--- config.mk ---
export PLATFORM = sky130hd
export DESIGN_NAME = jpeg_marker_frame_sizer_top
export DESIGN_NICKNAME = d
export VERILOG_FILES = /design/src/sv/jmfs_pkg.sv /design/src/sv/jpeg_marker_frame_sizer_top.sv
export SDC_FILE = /design/constraint.sdc
export NUM_CORES = 1
export LEC_CHECK = 0
export BUFFER_PORTS_ARGS = -buffer_cell sky130_fd_sc_hd__buf_2
export CORE_MARGIN = 8
export CORE_UTILIZATION = 60
export DETAILED_ROUTE_END_ITERATION = 8
export GPL_TIMING_DRIVEN = 0
export HOLD_SLACK_MARGIN = 0.1
export PLACE_DENSITY = 0.83
export SLEW_MARGIN = 0
export SYNTH_ARGS = -nofsm -noshare
export SYNTH_HDL_FRONTEND = slang
export SYNTH_SLANG_ARGS = --single-unit
--- constraint.sdc ---
create_clock -name clk_i -period 7.95 [get_ports clk_i]
set_input_delay 1.1925 -clock clk_i [delete_from_list [all_inputs] [get_ports clk_i]]
set_output_delay 1.1925 -clock clk_i [all_outputs]
set_load 0.005 [all_outputs]
--- src/sv/jmfs_pkg.sv ---
// Package for the JPEG marker frame sizer: types, marker codes and the per-position check.
`default_nettype none

package jmfs_pkg;

  localparam int unsigned BufBytes = 65536;
  localparam int unsigned PosW     = $clog2(BufBytes);
  localparam int unsigned LenW     = 17;
  localparam int unsigned PadW     = 17;
  localparam int unsigned SizeW    = 18;
  localparam int unsigned IdxW     = 8;
  localparam int unsigned QDepth   = 3;
  localparam int unsigned QCntW    = 2;

  localparam logic [7:0] MarkLead = 8'hFF;
  localparam logic [7:0] MarkSoi  = 8'hD8;
  localparam logic [7:0] MarkEoi  = 8'hD9;
  localparam logic [7:0] PadByte  = 8'h00;

  localparam logic [IdxW-1:0]  IdxMax   = {IdxW{1'b1}};
  localparam logic [IdxW-1:0]  IdxFirst = IdxW'(1);
  localparam logic [PosW-1:0]  PosLast  = PosW'(BufBytes - 1);

  typedef enum logic {
    KIND_HEADER  = 1'b0,
    KIND_SUMMARY = 1'b1
  } rec_kind_e;

  typedef struct packed {
    logic [PosW-1:0] start;
    logic [LenW-1:0] len;
    logic            hdr;
    logic            ftr;
    logic [PadW-1:0] pad;
    logic [IdxW-1:0] idx;
  } scan_state_t;

  typedef struct packed {
    scan_state_t st;
    logic        hdr_hit;
  } judge_t;

  typedef struct packed {
    rec_kind_e        kind;
    logic [IdxW-1:0]  idx;
    logic [SizeW-1:0] size;
    logic [PadW-1:0]  pad;
  } record_t;

  localparam scan_state_t StateRst = '{
    start: '0, len: '0, hdr: 1'b0, ftr: 1'b0, pad: '0, idx: IdxFirst
  };

  // Judge one buffer position from its byte and the two that follow it.
  function automatic judge_t judge(scan_state_t s, logic [7:0] b0, logic [7:0] b1,
                                   logic [7:0] b2, logic [PosW-1:0] pos);
    judge_t r;
    r.st      = s;
    r.hdr_hit = 1'b0;
    if (b0 == MarkLead && b1 == MarkSoi) begin
      r.hdr_hit  = 1'b1;
      r.st.ftr   = 1'b0;
      r.st.pad   = '0;
      r.st.start = pos;
      r.st.hdr   = 1'b1;
      if (s.idx != IdxMax) begin
        r.st.idx = s.idx + IdxW'(1);
      end
    end
    if (b0 == MarkLead && b1 == MarkEoi && r.st.hdr) begin
      r.st.len = LenW'({1'b0, pos} - {1'b0, r.st.start} + LenW'(2));
      r.st.ftr = 1'b1;
    end
    if (r.st.ftr && b0 == PadByte && b1 != MarkLead && b2 != MarkSoi) begin
      r.st.pad = r.st.pad + PadW'(1);
    end
    return r;
  endfunction

  function automatic record_t make_rec(rec_kind_e kind, scan_state_t s);
    record_t r;
    r.kind = kind;
    r.idx  = s.idx;
    r.size = SizeW'(s.len) + SizeW'(s.pad);
    r.pad  = s.pad;
    return r;
  endfunction

endpackage

`default_nettype wire

--- src/sv/jpeg_marker_frame_sizer_top.sv ---
// Top level of the JPEG marker frame sizer: byte scanner and result queue.
//
// Takes one capture-buffer byte per clock and judges each position against the two bytes
// that follow it, so a position is resolved two bytes after it arrives. An FF D8 pair
// yields a header record (tlast low) carrying the image index, the previous image's length
// plus trailing zero padding, and that padding count. The byte flagged by tlast, or the
// 65536th byte, flushes the last two positions and yields a summary record (tlast high),
// after which all counters return to their reset values. Rate: one byte per cycle with no
// gaps as long as the record sink keeps up; the final byte can produce two records, which
// a three-entry result queue absorbs, and s_axis_tready drops only when that queue holds
// three records, or two while the sink is not taking one. Records are written into the
// registered result queue and presented from its head.
`default_nettype none

module jpeg_marker_frame_sizer_top import jmfs_pkg::*; (
  input  wire logic        clk_i,
  input  wire logic        rst_ni,
  input  wire logic        s_axis_tvalid,
  output logic             s_axis_tready,
  input  wire logic [7:0]  s_axis_tdata,   // [7:0] data_byte
  input  wire logic        s_axis_tlast,   // end_of_buffer
  output logic             m_axis_tvalid,
  input  wire logic        m_axis_tready,
  output logic [47:0]      m_axis_tdata,   // [7:0] image_index, [25:8] image_size,
                                           // [42:26] pad_count, [47:43] zero
  output logic             m_axis_tlast    // record_kind (1: summary, last of run)
);

  scan_state_t     st_q, st_d;
  logic [PosW-1:0] pos_q, pos_d;
  logic [7:0]      w0_q, w1_q;
  record_t         q_q [QDepth];
  record_t         q_d [QDepth];
  logic [QCntW-1:0] qcnt_q, qcnt_d;

  logic    in_acc, out_acc, last;
  judge_t  j1, j2, j3;
  record_t hdr_rec, sum_rec;
  logic    hdr_hit;

  assign in_acc  = s_axis_tvalid && s_axis_tready;
  assign out_acc = m_axis_tvalid && m_axis_tready;
  assign last    = s_axis_tlast || (pos_q == PosLast);

  always_comb begin
    j1 = '{st: st_q, hdr_hit: 1'b0};
    if (pos_q >= PosW'(2)) begin
      j1 = judge(st_q, w0_q, w1_q, s_axis_tdata, pos_q - PosW'(2));
    end
    // Flush positions only exist on the last byte
    j2 = '{st: j1.st, hdr_hit: 1'b0};
    if (pos_q != '0) begin
      j2 = judge(j1.st, w1_q, s_axis_tdata, PadByte, pos_q - PosW'(1));
    end
    j3 = judge(j2.st, s_axis_tdata, PadByte, PadByte, pos_q);
  end

  // A header hit on the first flush position leaves the state untouched beforehand,
  // so the header record always reflects the registered state.
  assign hdr_hit = j1.hdr_hit || (last && j2.hdr_hit);
  assign hdr_rec = make_rec(KIND_HEADER, st_q);
  assign sum_rec = make_rec(KIND_SUMMARY, j3.st);

  always_comb begin
    st_d  = st_q;
    pos_d = pos_q;
    if (in_acc) begin
      if (last) begin
        st_d  = StateRst;
        pos_d = '0;
      end else begin
        st_d  = j1.st;
        pos_d = pos_q + PosW'(1);
      end
    end
  end

  always_ff @(posedge clk_i or negedge rst_ni) begin
    if (!rst_ni) begin
      st_q  <= StateRst;
      pos_q <= '0;
      w0_q  <= '0;
      w1_q  <= '0;
    end else begin
      st_q  <= st_d;
      pos_q <= pos_d;
      if (in_acc) begin
        w0_q <= last ? PadByte : w1_q;
        w1_q <= last ? PadByte : s_axis_tdata;
      end
    end
  end

  // Result queue: pop from the head, then append up to two records.
  always_comb begin
    q_d    = q_q;
    qcnt_d = qcnt_q;
    if (out_acc) begin
      for (int i = 0; i < QDepth - 1; i++) begin
        q_d[i] = q_q[i+1];
      end
      qcnt_d = qcnt_d - QCntW'(1);
    end
    if (in_acc && (hdr_hit || last)) begin
      q_d[qcnt_d] = hdr_hit ? hdr_rec : sum_rec;
      qcnt_d      = qcnt_d + QCntW'(1);
    end
    if (in_acc && hdr_hit && last) begin
      q_d[qcnt_d] = sum_rec;
      qcnt_d      = qcnt_d + QCntW'(1);
    end
  end

  always_ff @(posedge clk_i or negedge rst_ni) begin
    if (!rst_ni) begin
      qcnt_q <= '0;
    end else begin
      qcnt_q <= qcnt_d;
    end
  end

  always_ff @(posedge clk_i) begin
    q_q <= q_d;
  end

  // With two records held, a pop in the same cycle leaves room for two more
  assign s_axis_tready = (qcnt_q <= QCntW'(1)) || ((qcnt_q == QCntW'(2)) && m_axis_tready);
  assign m_axis_tvalid = (qcnt_q != '0);
  assign m_axis_tlast  = q_q[0].kind;
  assign m_axis_tdata  = {5'b0, q_q[0].pad, q_q[0].size, q_q[0].idx};

endmodule

`default_nettype wire
* Word level (Yosys, flattened, before mapping) *
Index checks and enable logic that the tools add are counted.

word-level totals
  register bits after elaboration = 226
  latch bits = 0
  memory bits (writable) = 0
  bits in read-only memories = 0
  input port bits = 13
  output and inout port bits = 51
  word-level logic and storage cells = 128
  memories kept = 0

cells by class
  add/sub/neg operators = 17
  multipliers = 0
  div/mod/pow operators = 0
  magnitude comparators = 6
  equal/unequal tests = 13
  shift operators = 0
  muxes and demuxes = 38
  bitwise operators = 2
  reductions and logical operators = 30

operators with widths
  kind                                                                number
  bitwise mux 132 bit                                                 2
  2-to-1 mux 132 bit                                                  2
  demux 44 bit (select 2 bit)                                         2
  2-to-1 mux 44 bit                                                   3
  2-to-1 mux 28 bit                                                   4
  2-to-1 mux 88 bit                                                   1
  2-to-1 mux 17 bit                                                   5
  2-to-1 mux 16 bit                                                   5
  2-to-1 mux 61 bit                                                   1
  2-to-1 mux 60 bit                                                   1
  adder 17 x 1 -> 17 bit, second input constant                       3
  equality test 8 bit, second input constant                          6
  2-to-1 mux 45 bit                                                   1
  != test 8 bit, second input constant                                5
  adder 17 x 17 -> 18 bit                                             2
  adder 17 x 2 -> 17 bit, second input constant                       2
  subtractor 16 x 16 -> 17 bit                                        2
  2-to-1 mux 8 bit                                                    4
  logical NOT 8 bit                                                   3
  logical AND 1 bit                                                   21
  adder 16 x 1 -> 16 bit, second input constant                       1
  adder 8 x 1 -> 8 bit, second input constant                         2
  equality test 16 bit, second input constant                         1
  greater-or-equal comparator 16 x 2 -> 1 bit, second input constant  1
  other kinds (14)                                                    26

* Longest topological paths before layout *
Gate-level depths: netlist of the first run.

  word-level depth = 35
  mapped depth = 36
  gate-level depth less buffers = 32

* Worst setup path after synthesis of the first run *
OpenSTA, ideal clock, no wires.

  path type = input-to-reg
  start point = input s_axis_tdata[0]
  end point = register q_q[33] (netlist name)
  library setup time = 0.070 ns
  arrival time = 6.291 ns
  required time = 7.880 ns
  path slack = 1.589 ns
  cell stages on the path = 30
  buffers on the path = 2
  path through = nor4_1 and2_1 clkbuf_1 clkbuf_1 a21oi_1 ha_1 inv_1 ha_1 fa_1 a21o_1 a21oi_1 o21bai_1 a21oi_1 o21bai_1 a21oi_1 o21bai_1 a21oi_1 o21ai_0 xor2_1 nor2_1 a21oi_1 ha_1 a21o_1 a21oi_1 inv_1 a41oi_1 o21bai_1 xor2_1 nor2_1 a21oi_1

RTL lines
  what                  RTL line                            source
  start, declared       jpeg_marker_frame_sizer_top.sv:20   input wire logic [7:0] s_axis_tdata,
  end signal, assigned  jpeg_marker_frame_sizer_top.sv:123  q_q <= q_d;
  end, declared         jpeg_marker_frame_sizer_top.sv:32   record_t q_q [QDepth];

==> results of run 1 <==
==> cells in the final DEF, fill, tap and decap left out, types with 9 or more instances in the layout <==
master / n
a211oi_1: 23
a21o_1: 23
a21oi_1: 201
a22o_1: 12
a22oi_1: 32
a31oi_1: 17
and2_1: 10
and3_1: 23
buf_1: 10
buf_2: 66
buf_4: 50
clkbuf_1: 122
clkbuf_16: 27
dfrtp_1: 93
dfxtp_1: 132
ha_1: 117
inv_1: 70
mux2i_1: 18
nand2_1: 424
nand3_1: 105
nand4_1: 18
nor2_1: 169
nor2b_1: 9
nor3_1: 25
nor4_1: 12
o211ai_1: 31
o21ai_0: 186
o21bai_1: 14
o22ai_1: 19
o31ai_1: 14
or3_1: 14
xnor2_1: 86
xor2_1: 51
==> timing repair <==
action / CTS / global route
endpoints found under the setup margin: 1 / 18
setup buffers: 0 / 1
pin swaps: 0 / 1
gates resized for setup: 1 / 4
==> worst min-delay path, delay by kind of cell (launching register included) <==
family | cells | cell delay (ns)
compound gates | 1 | 0.05
simple gates | 1 | 0.05
flops | 1 | 0.31
==> path summary, 6_finish.rpt <==
kind | to | slack (ns) | startpoint | depth (start not counted)
worst max-delay path | m_axis_tdata[22] | 0.41 | pos_q[8] | 29
worst min-delay path | q_q[2] | 0.46 | q_q[2] | 2
worst max register to register | m_axis_tdata[22] | 0.41 | pos_q[8] | 29
worst min register to register | q_q[2] | 0.46 | q_q[2] | 2
max in group asynchronous | st_q[37] | 6.70 | rst_ni | 2
min in group asynchronous | w1_q[6] | 0.57 | rst_ni | 1
==> per-stage QoR <==
| step | total power, mW | instances |
|---|---|---|
| floorplan | 3.848 | 2284 |
| global placement | 4.535 | 2726 |
| detailed placement | 4.625 | 2727 |
| CTS | 5.883 | 2775 |
| global route | 6.392 | 2774 |
| finish | 5.967 | 2774 |
==> layer usage <==
| metal | share of wire (%) | wire (µm) | vias up |
|---|---|---|---|
| met5 | 0 | 0 | - |
| met4 | 6.5 | 3863 | 0 |
| met3 | 7.9 | 4697 | 227 |
| met1 | 40 | 23720 | 8199 |
| met2 | 46 | 27520 | 879 |
| li1 | - | - | 8142 |
==> kinds of logic (layout without fill, tap and decap cells) <==
kind of cell,Yosys count,after routing
buffers and inverters,260,366
muxes,21,21
and+or+nand+nor,875,875
DFF,226,226
other,1,5
adders and majority gates,121,121
xor gates and xnor gates,138,138
AOI/OAI and AO/OA,638,638
==> flip-flops by register name (all words and copies together), names as in the netlist <==
| name | cells |
|---|---|
| q_q | 88 |
| m_axis_tdata | 43 |
| st_q | 35 |
| hdr_rec | 25 |
| pos_q | 16 |
| w0_q | 8 |
| w1_q | 8 |
| qcnt_q | 2 |
| m_axis_tlast | 1 |
==> power groups by stage <==
stage	logic [mW]	registers, mW	clock network, mW
2_1_floorplan	2.26	1.58	0
3_5_place_dp	2.99	1.63	0
4_1_cts	3.01	1.61	1.26
3_3_place_gp	2.91	1.63	0
5_1_grt	3.43	1.66	1.30
6_report	3.09	1.63	1.25
==> layout make-up <==
| class | count | area (µm²) | share of cell area (%) |
|---|---|---|---|
| plain buffers | 188 | 934.6 | 4.965 |
| multi-input cells | 1798 | 10950 | 58.19 |
| repair buffers | 60 | 327.8 | 1.741 |
| flip-flops and latches | 226 | 4996 | 26.54 |
| inverters | 70 | 262.8 | 1.396 |
| clock inverters | 14 | 156.4 | 0.8308 |
| clock buffers | 34 | 711.9 | 3.782 |
| well taps | 384 | 480.5 | 2.552 |
==> results.txt, run 1 <==
* Result of the run: completed
* Clock insertion delay at the later pin of the skew report: 0.56 ns
- Largest fanout on the critical path: 10
- Clock slew at reported path FFs: 0.06 ns
* Inserted Clock Buffers: 27
- For this design the total switching power over the nets is 2.517 mW.
- Area enclosed by the die boundary: 0.03418 mm²
* I/O pin total: 64
- Fill cells in the final layout number 2504.
- Main flop type after synthesis: dfxtp_1
- The worst setup path is captured at a register.
- After routing, the total negative slack on setup checks comes to 0 ns.
- Sequential Power Share: 27.3%
- Library cell occupying the most area in the post-synthesis netlist: dfxtp_1
* Clock power frac: 21.0%
- Starting utilization of the core area: 60.27%
* Delay of the slowest cell on the worst path: 0.56 ns
- OpenSTA, run right after detailed placement, puts the worst setup slack at -0.1985 ns.
- Core area: 0.02839 mm²
* GRT Overall Usage: 34.32%
- Aggregate global routing overflow: 0
- Yosys top cell area share: 15.44%
* Number of port buffers: 58
* H-tree level count: 1
- In the finished design, the share of the clock period the worst path needs comes to 94.90%.
* Violation count after the first detailed-routing iteration: 2052
- Mean post-synth cell area: 7.505 µm²
- Startpoint class of the critical path: register
- Post-synthesis instance area: 0.01711 mm²
- TritonCTS Sinks: 226
- Total routed wirelength: 59800 µm
- For the final database, setup skew stands at 0.01949 ns.
- The first global-routing pass estimated 92140 µm of wire.
* Share of synthesized area spent on multiplexers: 1.287%
- Number of buffer and inverter stages on the critical path: 3
* Arr. time, crit path: 7.93 ns
- Die Span X: 184.9 µm
* Sw Ratio: 42.18%
* Number of distinct library cell variants in the gate-level netlist after synthesis: 89
* Antenna Diode Count: 0
- Kind of critical path: register to register
- Across all hold checks on the routed design, the worst slack comes to 0.4562 ns.
* Final Instance Area: 0.01882 mm²
- For the pin with the worst max-slew slack, the measured transition is 1.247 ns.
* Internal Pwr Total: 3.450 mW
* Total iterations of the first detailed-routing run: 6
* Share of the yosys chip area belonging to registers: 29.20%
- Final nets: 2505
- Most Crowded Layer GR: met2
- In this run the static leakage power is 8.308 nW.
* CP most frequent cell: a21oi_1
- At the end of routability-driven placement, the weighted congestion stood at 1.032.
* Worst hold path type: register to register
- Setup repair after global routing left no endpoint under its margin.
- Syn. warnings: 0
* Max-slew violation count: 0
- Once placement finished, the instance area stood at 0.01793 mm².
- Number of enable-type register cells in the synthesized netlist: 0
- Maximum number of pins on one net before global-route repair: 70
- Number of buffers between clock root and the deepest sink: 3
* CTS tree: built
- Synth area leaders: dfxtp_1 15%, dfrtp_1 14%, nand2_1 9.3%
- Hold-fix buffer count after cts: 0
- On the critical path the largest part of the delay comes from compound AO/OA/AOI/OAI gates.
- In the final routed layout, each cell accounts on average for 21.56 µm.
* Via count of the first global-routing pass: 16610
- Final critical-path setup slack: 0.4054 ns
- Worst endpoint required time: 8.34 ns
- The worst path in the final design needs a cycle of 7.545 ns, including I/O delays and setup.
- Final core occ: 66.30%
- Simple logic cell fraction of the synthesized area: 23.37%
- Across the run, the number of max-cap violations was 0.
- Based on the critical path, the design can be clocked at up to 132.5 MHz.
- The slowest stage of the critical path is the or3_1 cell.
- Post-route antenna net violation count: 0
- For met3 alone, demand over resource in global routing was 4.610%.
- The number of antenna violations at the first check in global routing came to 0.
* Ratio of cells with drive above 1 in the final layout: 8.996%
- The synthesized netlist devotes 23.00% of its cell area to compound gates.
- By area, the combinational part of the netlist is dominated by simple AND/OR/NAND/NOR gates.
* XOR/XNOR share of the synthesized area: 7.063%
* Cell Rows: 62
* Number of remaining DRC errors: 0
- Global Route met1 Usage: 41.34%
- Synth Instances: 2280
- Root Driver: clkbuf_16
- Across the VDD grid, the largest voltage drop is 0.2491 mV.
* Vias per cell: 6.289
- Headroom to the max-slew limit came out at 15.98%.
- Hold Fails Final Rpt: 0
- Via count: 17450
- By instance count, the leading cell after synthesis is nand2_1.
- GR Layer Usage met2: 58.09%
- Post-Synth Adder-Cell Area: 9.023%
* Most numerous cell types in the synthesized netlist: 424 x nand2_1, 201 x a21oi_1, 186 x o21ai_0
* Power per cell area: 317.0 mW/mm²
- Layout overhead on the synthesized area: 10.01%
- Combinational fraction of design power: 51.7%
- Chip height: 184.9 µm
- In this run, synthesis produced a sequential element count of 226.
* Detail Placement HPWL: 46300 µm
- Async SR Flop Fraction: 41.59%
- Final setup violation count: 0
Note: power is estimated with default switching activity, not from simulation.
==> run 2: changes to the inputs <==
Settings changed: ABC_AREA set to 1.
==> run 2 against run 1 <==
  * Routed wire length grew 4.2%
  * Hold slack gained 0.013 ns
  * Highest routed layer unchanged
  * First-iteration DRC count shrank 1.2%
  * Via count grew 5.8%
  * Sequential share of layout area shrank 1.1 points
  * Largest cell class unchanged
  * Utilization grew 0.28 points
  * Final cell count grew 13%
  * Worst setup slack gained 0.25 ns
  * Fmax grew 3.4%
==> results.txt, run 2 <==
- Result of the run: completed
- Die Span X: 188.6 µm
* Sw Ratio: 44.17%
- Worst hold path type: register to register
* Footprint of the multi-input gates: 0.01078 mm²
- Data on the critical path is required at its endpoint by 8.42 ns.
* Core area: 0.02948 mm²
- RSZ-0062 raised after global routing: no
- Leakage component of the power: 9.556 nW
- The most common cell in the synthesized netlist is nand2_1.
* Capturing point of the worst reg2reg path: m_axis_tdata[24]
* Worst reg-to-reg setup slack: 0.65 ns
- Max-cap violations in this run came to 0.
* Cell depth of the worst min-delay path: 2
- Mean post-synth cell area: 6.758 µm²
- Final critical-path setup slack: 0.6517 ns
- Ranked by instance count, the synthesized netlist is headed by 525 x nand2_1, 317 x inv_1, 285 x nor2_1.
- Total routed wirelength: 62320 µm
- The share of total power dissipated in the clock network is 19.6%.
- Commonest non-fill, non-tap cell in the layout: nand2_1
* Inserted Clock Buffers: 27
- After detailed routing, the number of remaining DRC violations is 0.
- For this run, asynchronously set or reset flops after synthesis account for 41.59%.
- The post-route netlist has 10.93% of its cells at a drive strength greater than 1.
* Number of enable-type register cells in the synthesized netlist: 0
- # fillers: 2664
- Wire length of the first global-routing pass: 96840 µm
* Synthesized-area fraction occupied by ao, oa, aoi and oai cells: 19.17%
* I/O pin total: 64
- Synth Instances: 2645
- The first TritonRoute pass finished after 6 iterations.
* Library cell contributing the largest single delay on the critical path: buf_2
* Share of the yosys chip area belonging to registers: 27.95%
* Design Power: 6.703 mW
- CTS tree: built
- Kind of critical path: register to register
- Met3 Wirelength: 4823 µm
- Reg2reg start: w1_q[5]
* Number of antenna violations at the first check in global routing: 0
* Area enclosed by the die boundary: 0.03557 mm²
- After synthesis, the largest family of logic cells by area is simple AND/OR/NAND/NOR gates.
- Combinational cells account for 55.1% of the total power.
- Dividing the detail-routed via count by the number of cells gives 5.869.
- Global routing consumed, over all layers together, 34.02% of the routing resources.
- Fraction of the cycle the final worst path needs: 91.80%
- Summing the areas of all xor and xnor instances in the mapped netlist gives 4.396% of the synthesized area.
* Root Driver: clkbuf_16
- Across all layers, the routed design uses 18450 vias.
- Yosys attributes the largest share of cell area to dfxtp_1 15%, dfrtp_1 13%, nand2_1 11%.
- Final core occ: 66.58%
* Post-cts sizing count: 0
- Power per cell area: 341.5 mW/mm²
- The synthesized design devotes to its leading area cell type 14.78% of total area.
* Max transition margin: 36.69%
- Counting flops per register, the top entry is q_q.
* Number of buffers between clock root and the deepest sink: 3
* Antenna Diode Count: 0
* Sequential Power Share: 25.3%
* Routed len/inst: 19.82 µm
- Main flop type after synthesis: dfxtp_1
- CTS built an H-tree with a depth of 1.
- Prior to clock tree synthesis, the placed netlist has a worst setup slack of 0.4167 ns.
- Post-Synth Adder-Cell Area: 8.638%
- Final setup violation count: 0
- Clock insertion delay at the later pin of the skew report: 0.54 ns
- After global routing the overflow that remains totals 0.
- Counting cells, the worst reg-to-reg path comes to 36.
- Wire segments on met2 add up to 29160 µm in the final route.
* Max-slew violation count: 0
- The floorplan has 63 rows.
- Final nets: 2870
- Chip height: 188.6 µm
- Max reg flops: 88
- For this run, the slowest stage of the critical path takes 0.49 ns.
- Switching power summed over all nets: 2.960 mW
- Number of port buffers: 58
- Data on the critical path arrives at its endpoint at 7.77 ns.
- TritonCTS Sinks: 226
* Fmax: 137.0 MHz
- VDD sags by at most 0.2448 mV.
* Starting utilization of the core area: 60.63%
- Layout overhead on the synthesized area: 9.814%
* Placer Congestion: 1.020
* Startpoint class of the critical path: register
- Clock slew at reported path FFs: 0.06 ns
- Maximum number of pins on one net before global-route repair: 56
- Most used cells in the layout excluding fill and tap cells: 525 x nand2_1, 317 x inv_1, 285 x nor2_1, 259 x o21ai_0, 148 x a21oi_1
- The path with the worst hold slack has its endpoint at q_q[4].
* Uppermost layer routed: met4
* Internal Pwr Total: 3.742 mW
* Number of distinct library cell variants in the gate-level netlist after synthesis: 62
- Clock skew on the completed layout was measured at 0.01011 ns.
- Hold is met by 0.4690 ns.
- After synthesis the netlist holds a flip-flop and latch count of 226.
- Via count of the first global-routing pass: 17690
- Detail Placement HPWL: 49090 µm
* Hold Fails Final Rpt: 0
* Syn. warnings: 0
* Share of synthesized area spent on multiplexers: 0.4480%
- The cell area that synthesis handed to floorplanning was 0.01787 mm².
* Simple logic cell fraction of the synthesized area: 27.56%
- Sequential standard cell area: 0.004996 mm²
- Once the clock tree was built, the setup fixing pass inserted 0 buffers.
- Final total negative setup slack: 0 ns
- Final Critical Period: 7.298 ns
- Library cell occupying the most area in the post-synthesis netlist: dfxtp_1
* Largest fanout on the critical path: 19
- Actual slew at the worst max-slew pin: 0.9497 ns
- Hold-fix buffer count after cts: 0
- In the final routing, the length of wire on met1 measures 24180 µm.
* Worst min-delay path startpoint: q_q[4]
- In this run the remaining antenna-violating nets after routing total 0.
- STA classifies the critical path endpoint as a register.
- Violation count after the first detailed-routing iteration: 2027
run 2: changes by cell type in the layout (fill, tap and decap cells not counted), moves of 50 or more:
cell / previous run / this run
o22ai_1: 19 / 69
o21ai_0: 186 / 259
xnor2_1: 86 / 16
nor2_1: 169 / 285
inv_1: 70 / 317
nand2_1: 424 / 525
a21oi_1: 201 / 148
run 2: cell type report:
cell class,count,area share [%]
inverter,348,6.668
clock buffer,42,4.354
timing repair buffer,59,1.632
multi-input combinational,1919,54.93
sequential,226,25.45
buffer,155,4.073
clock inverter,5,0.4080
tap,390,2.486
run 2: metrics by stage:
step,cell area [µm²],std cells
final,19630,3144
after global routing,19630,3144
after floorplan,17890,2649
after CTS,19630,3145
after global placement,18670,3097
after detailed placement,18700,3098
run 2: how the worst max path moves through the flow:
| stage | from | end | cells after the start | slack, ns |
|---|---|---|---|---|
| 2_1_floorplan | s_axis_tdata[5] | m_axis_tdata[24] | 33 | 1.92 |
| 3_3_place_gp | s_axis_tdata[2] | m_axis_tdata[24] | 34 | 0.48 |
| 3_5_place_dp | s_axis_tdata[5] | q_q[77] | 34 | 0.42 |
| 4_1_cts | w1_q[5] | q_q[77] | 37 | 0.46 |
| 5_1_grt | w1_q[5] | q_q[77] | 36 | 0.005 |
| 6_report | w1_q[5] | m_axis_tdata[24] | 36 | 0.65 |
run 2: metal layers:
metal | vias to the layer above | track usage (%)
met2 | 882 | 57.80
li1 | 8851 | -
met5 | - | 0
met4 | 0 | 21.23
met3 | 215 | 4.935
met1 | 8505 | 39.94
run 2: kinds of logic after synthesis:
family | Yosys count
AOI/OAI and AO/OA | 607
DFF | 226
muxes | 8
buffers and inverters | 504
xor gates and xnor gates | 88
other | 1
adders and majority gates | 121
and+or+nand+nor | 1090
run 2: critical path: cells and delay by family, from the launching register on:
family	cells	cell delay, ns
compound gates	15	2.54
simple gates	12	1.61
buf+inv	5	1.28
fa+ha+maj	3	0.92
xor+xnor	1	0.42
flops	1	0.40
run 2: power by group through the flow:
stage / registers, mW / clock network (mW) / logic [mW]
after floorplan: 1.66 / 0 / 2.66
after global routing: 1.73 / 1.36 / 4.11
final: 1.70 / 1.31 / 3.69
after detailed placement: 1.71 / 0 / 3.60
after global placement: 1.69 / 0 / 3.53
after CTS: 1.69 / 1.31 / 3.63
